<file path="src/rtl/core/tcpop_pkg.sv">
// ----------------------------------------------------------------------------
// TCP option parser package
// Shared constants, parse phase encoding and the result record that passes
// from the option walker to the output stage.
// ----------------------------------------------------------------------------
`default_nettype none

package tcpop_pkg;

  // Largest option area that is honored; a longer area length is clamped.
  localparam int unsigned MAX_AREA_BYTES = 40;
  localparam logic [5:0]  AREA_LIMIT     = 6'(MAX_AREA_BYTES);

  // Option kinds.
  localparam logic [7:0] K_END    = 8'd0;
  localparam logic [7:0] K_NOP    = 8'd1;
  localparam logic [7:0] K_MSS    = 8'd2;
  localparam logic [7:0] K_WSCALE = 8'd3;
  localparam logic [7:0] K_SACKP  = 8'd4;
  localparam logic [7:0] K_TS     = 8'd8;

  // Fixed field sizes of the known options, in bytes.
  localparam logic [7:0] MSS_BYTES    = 8'd2;
  localparam logic [7:0] WSCALE_BYTES = 8'd1;
  localparam logic [7:0] TS_BYTES     = 8'd8;

  // Bytes of the kind and length header of an option.
  localparam logic [7:0] OPT_HDR_BYTES = 8'd2;

  // Timestamp option overhead taken off the peer MSS.
  localparam logic [15:0] TS_OVERHEAD = 16'd12;

  // Position counter saturates here.
  localparam logic [5:0] POS_MAX = 6'd63;

  typedef enum logic [2:0] {
    PH_KIND,
    PH_LEN,
    PH_DATA,
    PH_SKIP,
    PH_DONE
  } phase_t;

  typedef struct packed {
    logic mss;
    logic wscale;
    logic sack;
    logic ts;
  } seen_t;

  // Parse result of one option area, as seen after its last item.
  typedef struct packed {
    seen_t        seen;
    logic [15:0]  mss;
    logic [7:0]   wscale;
    logic [31:0]  ts_val;
    logic [31:0]  ts_ecr;
    logic [31:0]  ts_time;
  } res_t;

endpackage

`default_nettype wire

</file>
<file path="src/rtl/core/tcpop_walk.sv">
// ----------------------------------------------------------------------------
// TCP option walker
// Steps through the option area one byte per item, tracking the kind and
// length of each option and collecting the fields of the known options.
// ----------------------------------------------------------------------------
`default_nettype none

module tcpop_walk
  import tcpop_pkg::*;
(
  input  wire logic        clk,
  input  wire logic        rst_n,
  input  wire logic        take,
  input  wire logic [7:0]  opt_byte,
  input  wire logic        has_byte,
  input  wire logic [5:0]  area_length,
  input  wire logic        last_byte,
  input  wire logic [31:0] current_time,
  output res_t             res_nxt
);

  phase_t       phase_r, phase_nxt;
  logic [7:0]   kind_r, kind_nxt;
  logic [7:0]   left_r, left_nxt;
  logic [5:0]   pos_r, pos_nxt;
  logic [63:0]  accum_r, accum_nxt;
  seen_t        seen_r, seen_nxt;
  logic [15:0]  mss_r, mss_nxt;
  logic [7:0]   wscale_r, wscale_nxt;
  logic [31:0]  ts_val_r, ts_val_nxt;
  logic [31:0]  ts_ecr_r, ts_ecr_nxt;
  logic [31:0]  ts_time_r, ts_time_nxt;

  logic [5:0]   lim;
  logic         use_byte;
  logic         len_bad;
  logic [63:0]  accum_shift;
  logic [7:0]   left_dec;

  // Byte qualification and length checks shared by both blocks below.
  always_comb begin
    lim         = (area_length > AREA_LIMIT) ? AREA_LIMIT : area_length;
    use_byte    = has_byte && (pos_r < lim);
    len_bad     = (opt_byte < OPT_HDR_BYTES) ||
                  (({3'b000, pos_r} + {1'b0, opt_byte}) > ({3'b000, lim} + 9'd1));
    accum_shift = {accum_r[55:0], opt_byte};
    left_dec    = (left_r != 8'd0) ? (left_r - 8'd1) : left_r;
  end

  // Next parse phase.
  always_comb begin
    phase_nxt = phase_r;
    if (use_byte) begin
      case (phase_r)
        PH_KIND: begin
          if (opt_byte == K_END) begin
            phase_nxt = PH_DONE;
          end else if (opt_byte != K_NOP) begin
            phase_nxt = PH_LEN;
          end
        end
        PH_LEN: begin
          if (len_bad) begin
            phase_nxt = PH_DONE;
          end else if ((kind_r == K_MSS) || (kind_r == K_WSCALE) || (kind_r == K_TS)) begin
            phase_nxt = PH_DATA;
          end else if (kind_r == K_SACKP) begin
            phase_nxt = PH_KIND;
          end else if (opt_byte == OPT_HDR_BYTES) begin
            phase_nxt = PH_KIND;
          end else begin
            phase_nxt = PH_SKIP;
          end
        end
        PH_DATA, PH_SKIP: begin
          if (left_dec == 8'd0) begin
            phase_nxt = PH_KIND;
          end
        end
        default: phase_nxt = PH_DONE;
      endcase
    end
  end

  // Field collection, counters and recorded option values.
  always_comb begin
    kind_nxt    = kind_r;
    left_nxt    = left_r;
    accum_nxt   = accum_r;
    seen_nxt    = seen_r;
    mss_nxt     = mss_r;
    wscale_nxt  = wscale_r;
    ts_val_nxt  = ts_val_r;
    ts_ecr_nxt  = ts_ecr_r;
    ts_time_nxt = ts_time_r;
    pos_nxt     = pos_r;

    if (has_byte && (pos_r != POS_MAX)) begin
      pos_nxt = pos_r + 6'd1;
    end

    if (use_byte) begin
      case (phase_r)
        PH_KIND: begin
          if ((opt_byte != K_END) && (opt_byte != K_NOP)) begin
            kind_nxt = opt_byte;
          end
        end
        PH_LEN: begin
          if (!len_bad) begin
            accum_nxt = 64'd0;
            if (kind_r == K_MSS) begin
              left_nxt = MSS_BYTES;
            end else if (kind_r == K_WSCALE) begin
              left_nxt = WSCALE_BYTES;
            end else if (kind_r == K_TS) begin
              left_nxt = TS_BYTES;
            end else if (kind_r == K_SACKP) begin
              seen_nxt.sack = 1'b1;
            end else begin
              left_nxt = opt_byte - OPT_HDR_BYTES;
            end
          end
        end
        PH_DATA: begin
          accum_nxt = accum_shift;
          left_nxt  = left_dec;
          // The last field byte completes the option.
          if (left_dec == 8'd0) begin
            case (kind_r)
              K_MSS: begin
                mss_nxt      = accum_shift[15:0];
                seen_nxt.mss = 1'b1;
              end
              K_WSCALE: begin
                wscale_nxt      = accum_shift[7:0];
                seen_nxt.wscale = 1'b1;
              end
              K_TS: begin
                ts_val_nxt  = accum_shift[63:32];
                ts_ecr_nxt  = accum_shift[31:0];
                ts_time_nxt = current_time;
                seen_nxt.ts = 1'b1;
              end
              default: ;
            endcase
          end
        end
        PH_SKIP: begin
          left_nxt = left_dec;
        end
        default: ;
      endcase
    end
  end

  // The result reflects the state after this item.
  assign res_nxt = '{seen: seen_nxt, mss: mss_nxt, wscale: wscale_nxt,
                     ts_val: ts_val_nxt, ts_ecr: ts_ecr_nxt, ts_time: ts_time_nxt};

  // Parser state; the last item of an area returns everything to reset.
  always_ff @(posedge clk) begin
    if (!rst_n || (take && last_byte)) begin
      phase_r   <= PH_KIND;
      kind_r    <= 8'd0;
      left_r    <= 8'd0;
      pos_r     <= 6'd0;
      accum_r   <= 64'd0;
      seen_r    <= '0;
      mss_r     <= 16'd0;
      wscale_r  <= 8'd0;
      ts_val_r  <= 32'd0;
      ts_ecr_r  <= 32'd0;
      ts_time_r <= 32'd0;
    end else if (take) begin
      phase_r   <= phase_nxt;
      kind_r    <= kind_nxt;
      left_r    <= left_nxt;
      pos_r     <= pos_nxt;
      accum_r   <= accum_nxt;
      seen_r    <= seen_nxt;
      mss_r     <= mss_nxt;
      wscale_r  <= wscale_nxt;
      ts_val_r  <= ts_val_nxt;
      ts_ecr_r  <= ts_ecr_nxt;
      ts_time_r <= ts_time_nxt;
    end
  end

`ifndef ASSERT_OFF
  // Field and skip phases always have bytes still to come.
  a_left_nonzero: assert property (@(posedge clk) disable iff (!rst_n)
    ((phase_r == PH_DATA) || (phase_r == PH_SKIP)) |-> (left_r != 8'd0))
    else $error("walker in data or skip phase with no bytes left");

  // An unseen MSS option leaves its value at zero.
  a_mss_clear: assert property (@(posedge clk) disable iff (!rst_n)
    !seen_r.mss |-> (mss_r == 16'd0))
    else $error("mss value set without mss seen");

  // The last item of an area starts the next area from scratch.
  a_area_clear: assert property (@(posedge clk) disable iff (!rst_n)
    (take && last_byte) |=> ((phase_r == PH_KIND) && (seen_r == '0) && (pos_r == 6'd0)))
    else $error("parser state not cleared after last item");
`endif

endmodule

`default_nettype wire

</file>
<file path="src/rtl/core/tcpop_out.sv">
// ----------------------------------------------------------------------------
// TCP option parser output stage
// Holds the timestamp enable register and the result register, and forms
// the effective MSS as the result is loaded.
// ----------------------------------------------------------------------------
`default_nettype none

module tcpop_out
  import tcpop_pkg::*;
(
  input  wire logic        clk,
  input  wire logic        rst_n,
  input  wire logic        cfg_wr_en,
  input  wire logic        cfg_wr_data,
  input  wire logic        load,
  input  wire res_t        res_in,
  input  wire logic        out_ready,
  output logic             out_valid,
  output logic             out_mss_seen,
  output logic [15:0]      out_mss_value,
  output logic [15:0]      out_eff_mss,
  output logic             out_wscale_seen,
  output logic [7:0]       out_wscale_value,
  output logic             out_sack_permitted,
  output logic             out_ts_seen,
  output logic [31:0]      out_ts_value,
  output logic [31:0]      out_ts_echo,
  output logic [31:0]      out_ts_update_time
);

  logic        ts_en_r;
  logic        valid_r;
  res_t        res_r;
  logic [15:0] eff_r, eff_nxt;

  // Timestamp enable register.
  always_ff @(posedge clk) begin
    if (!rst_n) begin
      ts_en_r <= 1'b1;
    end else if (cfg_wr_en) begin
      ts_en_r <= cfg_wr_data;
    end
  end

  // Effective MSS; zero when no MSS option was found.
  always_comb begin
    eff_nxt = 16'd0;
    if (res_in.seen.mss) begin
      eff_nxt = ts_en_r ? (res_in.mss - TS_OVERHEAD) : res_in.mss;
    end
  end

  // Result valid flag.
  always_ff @(posedge clk) begin
    if (!rst_n) begin
      valid_r <= 1'b0;
    end else if (load) begin
      valid_r <= 1'b1;
    end else if (out_ready) begin
      valid_r <= 1'b0;
    end
  end

  // Result payload.
  always_ff @(posedge clk) begin
    if (load) begin
      res_r <= res_in;
      eff_r <= eff_nxt;
    end
  end

  assign out_valid          = valid_r;
  assign out_mss_seen       = res_r.seen.mss;
  assign out_mss_value      = res_r.mss;
  assign out_eff_mss        = eff_r;
  assign out_wscale_seen    = res_r.seen.wscale;
  assign out_wscale_value   = res_r.wscale;
  assign out_sack_permitted = res_r.seen.sack;
  assign out_ts_seen        = res_r.seen.ts;
  assign out_ts_value       = res_r.ts_val;
  assign out_ts_echo        = res_r.ts_ecr;
  assign out_ts_update_time = res_r.ts_time;

endmodule

`default_nettype wire

</file>
<file path="src/rtl/core/tcp_option_parser.sv">
// ----------------------------------------------------------------------------
// TCP option parser
// Walks the TCP option area one byte per item and reports MSS, window
// scale, SACK permitted and timestamp options on the last item of the area.
// ----------------------------------------------------------------------------
//
//  Port group  Direction  Handshake            Carries
//  in_*        input      in_valid/in_ready    one option byte with area info
//  out_*       output     out_valid/out_ready  parse result, one per area
//  cfg_*       input      cfg_wr_en            timestamp enable bit
//
// One item is taken per cycle while in_ready is high; the parser state updates in the same cycle.
// The result of an area appears in the output register in the cycle after its
// last item is accepted.
// in_ready drops only while a result is held and out_ready is low.
// Synchronous reset clears the parser and sets the timestamp enable to one.
// ----------------------------------------------------------------------------
`default_nettype none

module tcp_option_parser
  import tcpop_pkg::*;
(
  input  wire logic        clk,
  input  wire logic        rst_n,
  input  wire logic        cfg_wr_en,
  input  wire logic        cfg_wr_data,
  input  wire logic        in_valid,
  output logic             in_ready,
  input  wire logic [7:0]  in_opt_byte,
  input  wire logic        in_has_byte,
  input  wire logic [5:0]  in_area_length,
  input  wire logic        in_last_byte,
  input  wire logic [31:0] in_current_time,
  output logic             out_valid,
  input  wire logic        out_ready,
  output logic             out_mss_seen,
  output logic [15:0]      out_mss_value,
  output logic [15:0]      out_eff_mss,
  output logic             out_wscale_seen,
  output logic [7:0]       out_wscale_value,
  output logic             out_sack_permitted,
  output logic             out_ts_seen,
  output logic [31:0]      out_ts_value,
  output logic [31:0]      out_ts_echo,
  output logic [31:0]      out_ts_update_time
);

  logic take;
  logic load;
  res_t res_nxt;

  // An item is taken whenever the result register has room.
  assign in_ready = !out_valid || out_ready;
  assign take     = in_valid && in_ready;
  assign load     = take && in_last_byte;

  tcpop_walk u_walk (
    .clk          (clk),
    .rst_n        (rst_n),
    .take         (take),
    .opt_byte     (in_opt_byte),
    .has_byte     (in_has_byte),
    .area_length  (in_area_length),
    .last_byte    (in_last_byte),
    .current_time (in_current_time),
    .res_nxt      (res_nxt)
  );

  tcpop_out u_out (
    .clk                (clk),
    .rst_n              (rst_n),
    .cfg_wr_en          (cfg_wr_en),
    .cfg_wr_data        (cfg_wr_data),
    .load               (load),
    .res_in             (res_nxt),
    .out_ready          (out_ready),
    .out_valid          (out_valid),
    .out_mss_seen       (out_mss_seen),
    .out_mss_value      (out_mss_value),
    .out_eff_mss        (out_eff_mss),
    .out_wscale_seen    (out_wscale_seen),
    .out_wscale_value   (out_wscale_value),
    .out_sack_permitted (out_sack_permitted),
    .out_ts_seen        (out_ts_seen),
    .out_ts_value       (out_ts_value),
    .out_ts_echo        (out_ts_echo),
    .out_ts_update_time (out_ts_update_time)
  );

`ifndef ASSERT_OFF
  // Every accepted last item yields a result in the next cycle.
  a_result_follows: assert property (@(posedge clk) disable iff (!rst_n)
    (in_valid && in_ready && in_last_byte) |=> out_valid)
    else $error("no result after last item of an area");
`endif

endmodule

`default_nettype wire
</file>
<file path="config.mk">
export PLATFORM = sky130hd
export DESIGN_NAME = tcp_option_parser
export DESIGN_NICKNAME = d
export VERILOG_FILES = /design/src/rtl/core/tcpop_pkg.sv /design/src/rtl/core/tcpop_walk.sv /design/src/rtl/core/tcpop_out.sv /design/src/rtl/core/tcp_option_parser.sv
export SDC_FILE = /design/constraint.sdc
export NUM_CORES = 1
export LEC_CHECK = 0
export BUFFER_PORTS_ARGS = -buffer_cell sky130_fd_sc_hd__buf_2
export CORE_MARGIN = 3
export CORE_UTILIZATION = 42
export CTS_BUF_LIST = sky130_fd_sc_hd__clkbuf_16
export CTS_CLUSTER_DIAMETER = 40
export CTS_CLUSTER_SIZE = 16
export DETAILED_ROUTE_END_ITERATION = 8
export PLACE_DENSITY = 0.69
export SLEW_MARGIN = 25
export SYNTH_ARGS = -nofsm -noshare
export SYNTH_HDL_FRONTEND = slang
export SYNTH_SLANG_ARGS = --single-unit
export TNS_END_PERCENT = 5
</file>
<file path="constraint.sdc">
create_clock -name clk -period 4.5 [get_ports clk]
set_input_delay 0.45 -clock clk [delete_from_list [all_inputs] [get_ports clk]]
set_output_delay 0.45 -clock clk [all_outputs]
set_load 0.05 [all_outputs]
</file>
=== Yosys cells after proc, flatten, opt, wreduce, memory -nomap -nowiden ===
Index checks and enable logic that the tools add are counted.

* $add $sub $neg: 6
* $mul: 0
* Divide/modulo/power cells: 0
* Order comparisons: 4
* Equality and inequality tests: 14
* Shift-type cells: 0
* Muxes and demuxes: 55
* Bitwise gates (word level): 0
* Reductions and logical operators: 26

{| class="wikitable"
|+ Operators with widths
! cell !! count
|-
| 32-bit two-way mux || 12
|-
| 56-bit one-hot mux with 2 select lines || 1
|-
| 16-bit two-way mux || 5
|-
| 8-bit two-way mux || 10
|-
| 56-bit two-way mux || 1
|-
| 8-bit by 2-bit == test with 1-bit output (second input constant) || 3
|-
| 3-bit two-way mux || 6
|-
| 8-bit logical NOT || 2
|-
| 8-bit one-hot mux with 2 select lines || 1
|-
| 8-bit nonzero test || 2
|-
| 16-bit by 4-bit subtractor with 16-bit output (second input constant) || 1
|-
| 1-bit two-way mux || 13
|-
| 4-bit AND reduction || 3
|-
| 6-bit by 8-bit adder with 9-bit output || 1
|-
| 9-bit greater-than comparator || 1
|-
| 3-bit one-hot mux with 3 select lines || 1
|-
| 8-bit by 3-bit == test with 1-bit output (second input constant) || 1
|-
| 8-bit by 4-bit == test with 1-bit output (second input constant) || 1
|-
| 8-bit by 2-bit < comparator with 1-bit output (second input constant) || 1
|-
| 8-bit by 1-bit != test with 1-bit output (second input constant) || 1
|-
| 8-bit by 1-bit subtractor with 8-bit output (second input constant) || 1
|-
| 8-bit by 2-bit subtractor with 8-bit output (second input constant) || 1
|-
| 6-bit by 1-bit adder with 7-bit output (second input constant) || 1
|-
| 6-bit by 1-bit adder with 6-bit output (second input constant) || 1
|-
| other kinds (20) || 34
|}

* Register bits: 347
* Latch bits: 0
* Memory bits (writable): 0
* ROM bits: 0
* Input bits: 54
* Output and inout bits: 142
* Logic and storage cells: 131
* Memories: 0

=== Logic depth before layout (Yosys ltp) ===
* Depth in word-level cells: 8
* Gate-level depth with buffers: 18

=== Modules after synthesis ===
A second synthesis with hierarchy kept.

* Cell total of the unflattened synthesis: 1232
* Area, all modules: 14495.2 um^2

{| class="wikitable"
|+ By module, submodules not included
! module !! instances !! cells each !! area each (um^2) !! sequential area each (um^2)
|-
| tcpop_walk || 1 || 1029 || 9781.9 || 4103.9
|-
| tcpop_out || 1 || 200 || 4687.0 || 4244.1
|-
| tcp_option_parser || 1 || 3 || 26.3 || 0.0
|}

=== Worst setup path before layout ===
Ideal clock, no wire load.

* Path kind: register to register
* Start: register u_out.valid_r, in the netlist u_out.out_valid
* End: register u_out.eff_r[0], in the netlist u_out.out_eff_mss[0], enable pin
* Library setup time: 0.493 ns
* Data arrival time: 4.178 ns
* Data required time: 4.007 ns
* Path slack: -0.171 ns
* Cell stages (with the launch flop): 6
* Period minus slack after synthesis: 4.671 ns
* Cells stage by stage: dfxtp_1 -> nand2b_1 -> and2_1 -> clkbuf_1 -> nand2_1 -> inv_1

* Longest elaborated chain between the ends: 4

{| class="wikitable"
|+ Ends and longest elaborated chain
! item !! RTL line !! RTL
|-
| from (decl) || tcpop_out.sv:32 || <nowiki>logic valid_r;</nowiki>
|-
| from (signal assigned) || tcpop_out.sv:56 || <nowiki>valid_r <= 1'b0;</nowiki>
|-
| from (signal assigned) || tcpop_out.sv:58 || <nowiki>valid_r <= 1'b1;</nowiki>
|-
| from (signal assigned) || tcpop_out.sv:60 || <nowiki>valid_r <= 1'b0;</nowiki>
|-
| 1-bit logical NOT || tcp_option_parser.sv:53 || <nowiki>assign in_ready = !out_valid || out_ready;</nowiki>
|-
| 1-bit logical OR || tcp_option_parser.sv:53 ||
|-
| via in_ready || tcp_option_parser.sv:28 || <nowiki>output logic in_ready,</nowiki>
|-
| 1-bit logical AND || tcp_option_parser.sv:54 || <nowiki>assign take = in_valid && in_ready;</nowiki>
|-
| 1-bit logical AND || tcp_option_parser.sv:55 || <nowiki>assign load = take && in_last_byte;</nowiki>
|-
| via load || tcp_option_parser.sv:49 || <nowiki>logic load;</nowiki>
|-
| to (signal assigned) || tcpop_out.sv:68 || <nowiki>eff_r <= eff_nxt;</nowiki>
|-
| to (decl) || tcpop_out.sv:34 || <nowiki>logic [15:0] eff_r, eff_nxt;</nowiki>
|}

The timed path passes the listed nets, and every way through them passes these cells.
A chain may end at the register's enable or synchronous reset.

==> reports/qor.txt <==
number of I/O pins - 196
hold depth - 3
Setup Slack @ Placement - 0.391 ns
Async S/R FF share, synth - 0%
synth unique cells - 72
Syn Area/Cell - 10.7 sq um
synthesis-to-finish area growth - 20.4%
RSZ-0062 raised after global routing - no
Final Cycle Share - 89.8%
Fillers - 2,999
maximum vdd drop - 229 uV
Placed Cells - 1,948
Slew @ Worst Pin - 0.869 ns
leakage power figure - 7.09 nW
Int Power - 5.58 mW
CTS resizes - 0
status - complete, no violations
height of the die - 193 um
Post-Synthesis Cells - 1,363
Clock power frac - 48.2%
combinational share of power - 7.5%
top-area cell type share of the netlist area - 28.7%
dpl hpwl - 24,700 um
Final Cell Area - 0.0176 sq mm
clock slew at the register clock pins of the worst setup and hold paths - 0.06 ns
Crit Path Class - flop to flop
reg2reg end - u_out.out_eff_mss[12]
n_diodes - 0
DR vias - 11.1k
fraction of layout cells with a size suffix above 1 - 27.7%
placed cell area - 0.0161 sq mm
count leader, synth - nand2_1
relative slew slack - 41.9%
setup TNS - 0 ns
CTS Hold Bufs - 0
pwr/cell area - 428 mW/mm^2
Layout Cells excl Fill - 2,033
sw power - 1.98 mW
crit path max fanout - 8
Post-route DRC - 0
core region area - 0.0340 sq mm
register area - 0.00835 sq mm
DRT Wirelength - 38,100 um
per-cell routed wire length - 18.7 um
MaxCap Viol Count - 0
Critical Path AT - 4.31 ns
EDFF count, synth - 140
Synth area leader - edfxtp_1
commonest cells in the netlist - nand2_1 (257), dfxtp_1 (207), edfxtp_1 (140), a21oi_1 (130), mux2_2 (109)
total gr overflow - 0
fmax - 247 MHz
Avg Vias per Cell - 5.45
Setup Skew - 0.0289 ns
Final setup viols - 0
hold path start - cfg_wr_data
Final nets - 1,624
Overall Global Routing Usage - 19.9%
largest net degree at the start of global routing - 111
GP Congestion - 0.922
Synthesis Warnings - 0
CTS buffer count - 46
syn nets - 1,439
number of synthesized register bits - 347
sw frac - 26.1%
post-synthesis sequential area ratio - 57.0%
Critical Path End Type - flop
Post-Syn Area - 0.0146 sq mm
CTS tree - done
# rows - 67
WHS Endpoint - u_out.ts_en_r
DR pass1 iterations - 5
Initial DRC Count - 700
Chip Width - 193 um
Sink Count - 347
initial antenna violation count - 0
clock insertion delay at the later pin of the skew report - 0.55 ns
Multi-input gate area - 0.00581 sq mm
die area - 0.0371 sq mm
r2r worst-path depth - 15
Setup Buffers After CTS - 0
post-route ant nets - 0
Port Buffers - 195
number of global-route vias before repair - 10.6k
Fin. Hold Viols - 0
top_reg_cell synth - dfxtp_1
crit path time final - 4.04 ns
Final WS setup - 0.458 ns
clk root buf - clkbuf_16
Critical Path Start Type - flop
Synth area leaders - edfxtp_1 (29%), dfxtp_1 (28%), mux2_2 (8.4%)
worst min path class - primary input to flop
# H-tree levels - 2
FF-to-FF Start - u_walk.left_r[0]
Req. time, crit path - 4.76 ns
max-slew violations - 0
first-pass GRT wire length - 58,700 um
Core Util, Final - 51.9%
R2R Setup Slk - 0.46 ns
CTS max path bufs - 3
Seq pwr share - 44.4%
Initial Util - 43.1%
-- power by group through the flow --
stage	registers, mW	logic, mW	clock network (mW)
after floorplan	3.56	0.243	0
after global placement	3.42	0.555	0
after detailed placement	3.42	0.563	0
after CTS	3.35	0.566	3.71
after global routing	3.36	0.608	3.86
final	3.35	0.565	3.64
-- placed cells by master (no fill, tap or decap), types with 22 or more instances in the layout --
| cell | n |
|---|---|
| edfxtp_1 | 140 |
| dfxtp_1 | 207 |
| buf_4 | 22 |
| a22o_1 | 57 |
| mux2_2 | 109 |
| clkbuf_16 | 47 |
| a21oi_1 | 130 |
| buf_2 | 195 |
| nand2_1 | 256 |
| mux2i_1 | 29 |
| inv_1 | 31 |
| nor2_1 | 79 |
-- worst max-delay path by stage --
| stage | start | endpoint | slack (ns) | depth (start not counted) |
|---|---|---|---|---|
| final | u_walk.left_r[0] | u_out.out_eff_mss[12] | 0.46 | 15 |
| after global routing | u_walk.left_r[0] | u_out.out_eff_mss[12] | 0.17 | 15 |
| after CTS | u_walk.left_r[0] | u_out.out_eff_mss[12] | 0.51 | 15 |
| after detailed placement | in_opt_byte[0] | u_walk.accum_r[38] | 0.39 | 17 |
| after global placement | in_opt_byte[0] | u_walk.accum_r[49] | 0.55 | 17 |
| after floorplan | u_out.out_valid | u_out.out_eff_mss[0] | 0.36 | 5 |
-- final cells by class --
cell class                 instances  area share (%)
clock inverter                    38            2.21
inverter                          32           0.702
clock buffer                      47            6.67
tap                              448            3.18
multi-input combinational        899            32.9
sequential                       347            47.3
timing repair buffer             222            6.99
-- flip-flops by register name (all words and copies together), names as in the netlist, 16 cells and up --
| name | flops |
|---|---|
| u_out.out_ts_value | 32 |
| u_walk.ts_val_r | 32 |
| u_out.out_eff_mss | 16 |
| u_walk.mss_r | 16 |
| u_walk.ts_ecr_r | 32 |
| u_out.out_mss_value | 16 |
| u_walk.accum_r | 56 |
| u_walk.ts_time_r | 32 |
| u_out.out_ts_echo | 32 |
| u_out.out_ts_update_time | 32 |
-- critical path, cell delays in order, from the launching register on --
cell	delay [ns]
dfxtp_1	0.34
inv_1	0.10
ha_1	0.23
or3b_4	0.43
or2_1	0.25
o21ai_2	0.25
nor4b_2	0.33
nand3_2	0.18
mux2i_1	0.33
inv_1	0.11
ha_1	0.21
nand2b_1	0.27
nor4_1	0.20
mux2_2	0.29
a31o_1	0.18
a211oi_2	0.06
-- metal layers --
layer  wire length, um  GRT usage (%)  part of all wire, %  up-vias
li1                  -              -                    -     5250
met1             16900           27.2                   44     5378
met2             17700           32.2                   46      377
met3              2540           3.31                  6.7       70
met4              1040           6.50                  2.7        0
met5                 0              0                    0        -
-- metrics by stage --
stage	hold WS (ns)	total power, mW
finish	0.127	7.56
global route	0.136	7.82
CTS	0.102	7.63
detailed placement	0.440	3.98
global placement	0.434	3.97
floorplan	0.428	3.81
-- logic make-up (layout without fill, tap and decap cells) --
logic type	count (synthesis)	after routing	share of synthesized area, %
compound gates	273	273	12.5
xor+xnor	25	25	1.50
fa+ha+maj	22	22	1.93
buf+inv	117	339	3.52
flops	347	347	57.0
mux	138	138	10.4
other cells	1	1	0.0256
simple gates	440	440	13.2
No activity file was read; power rests on OpenSTA's default activity.
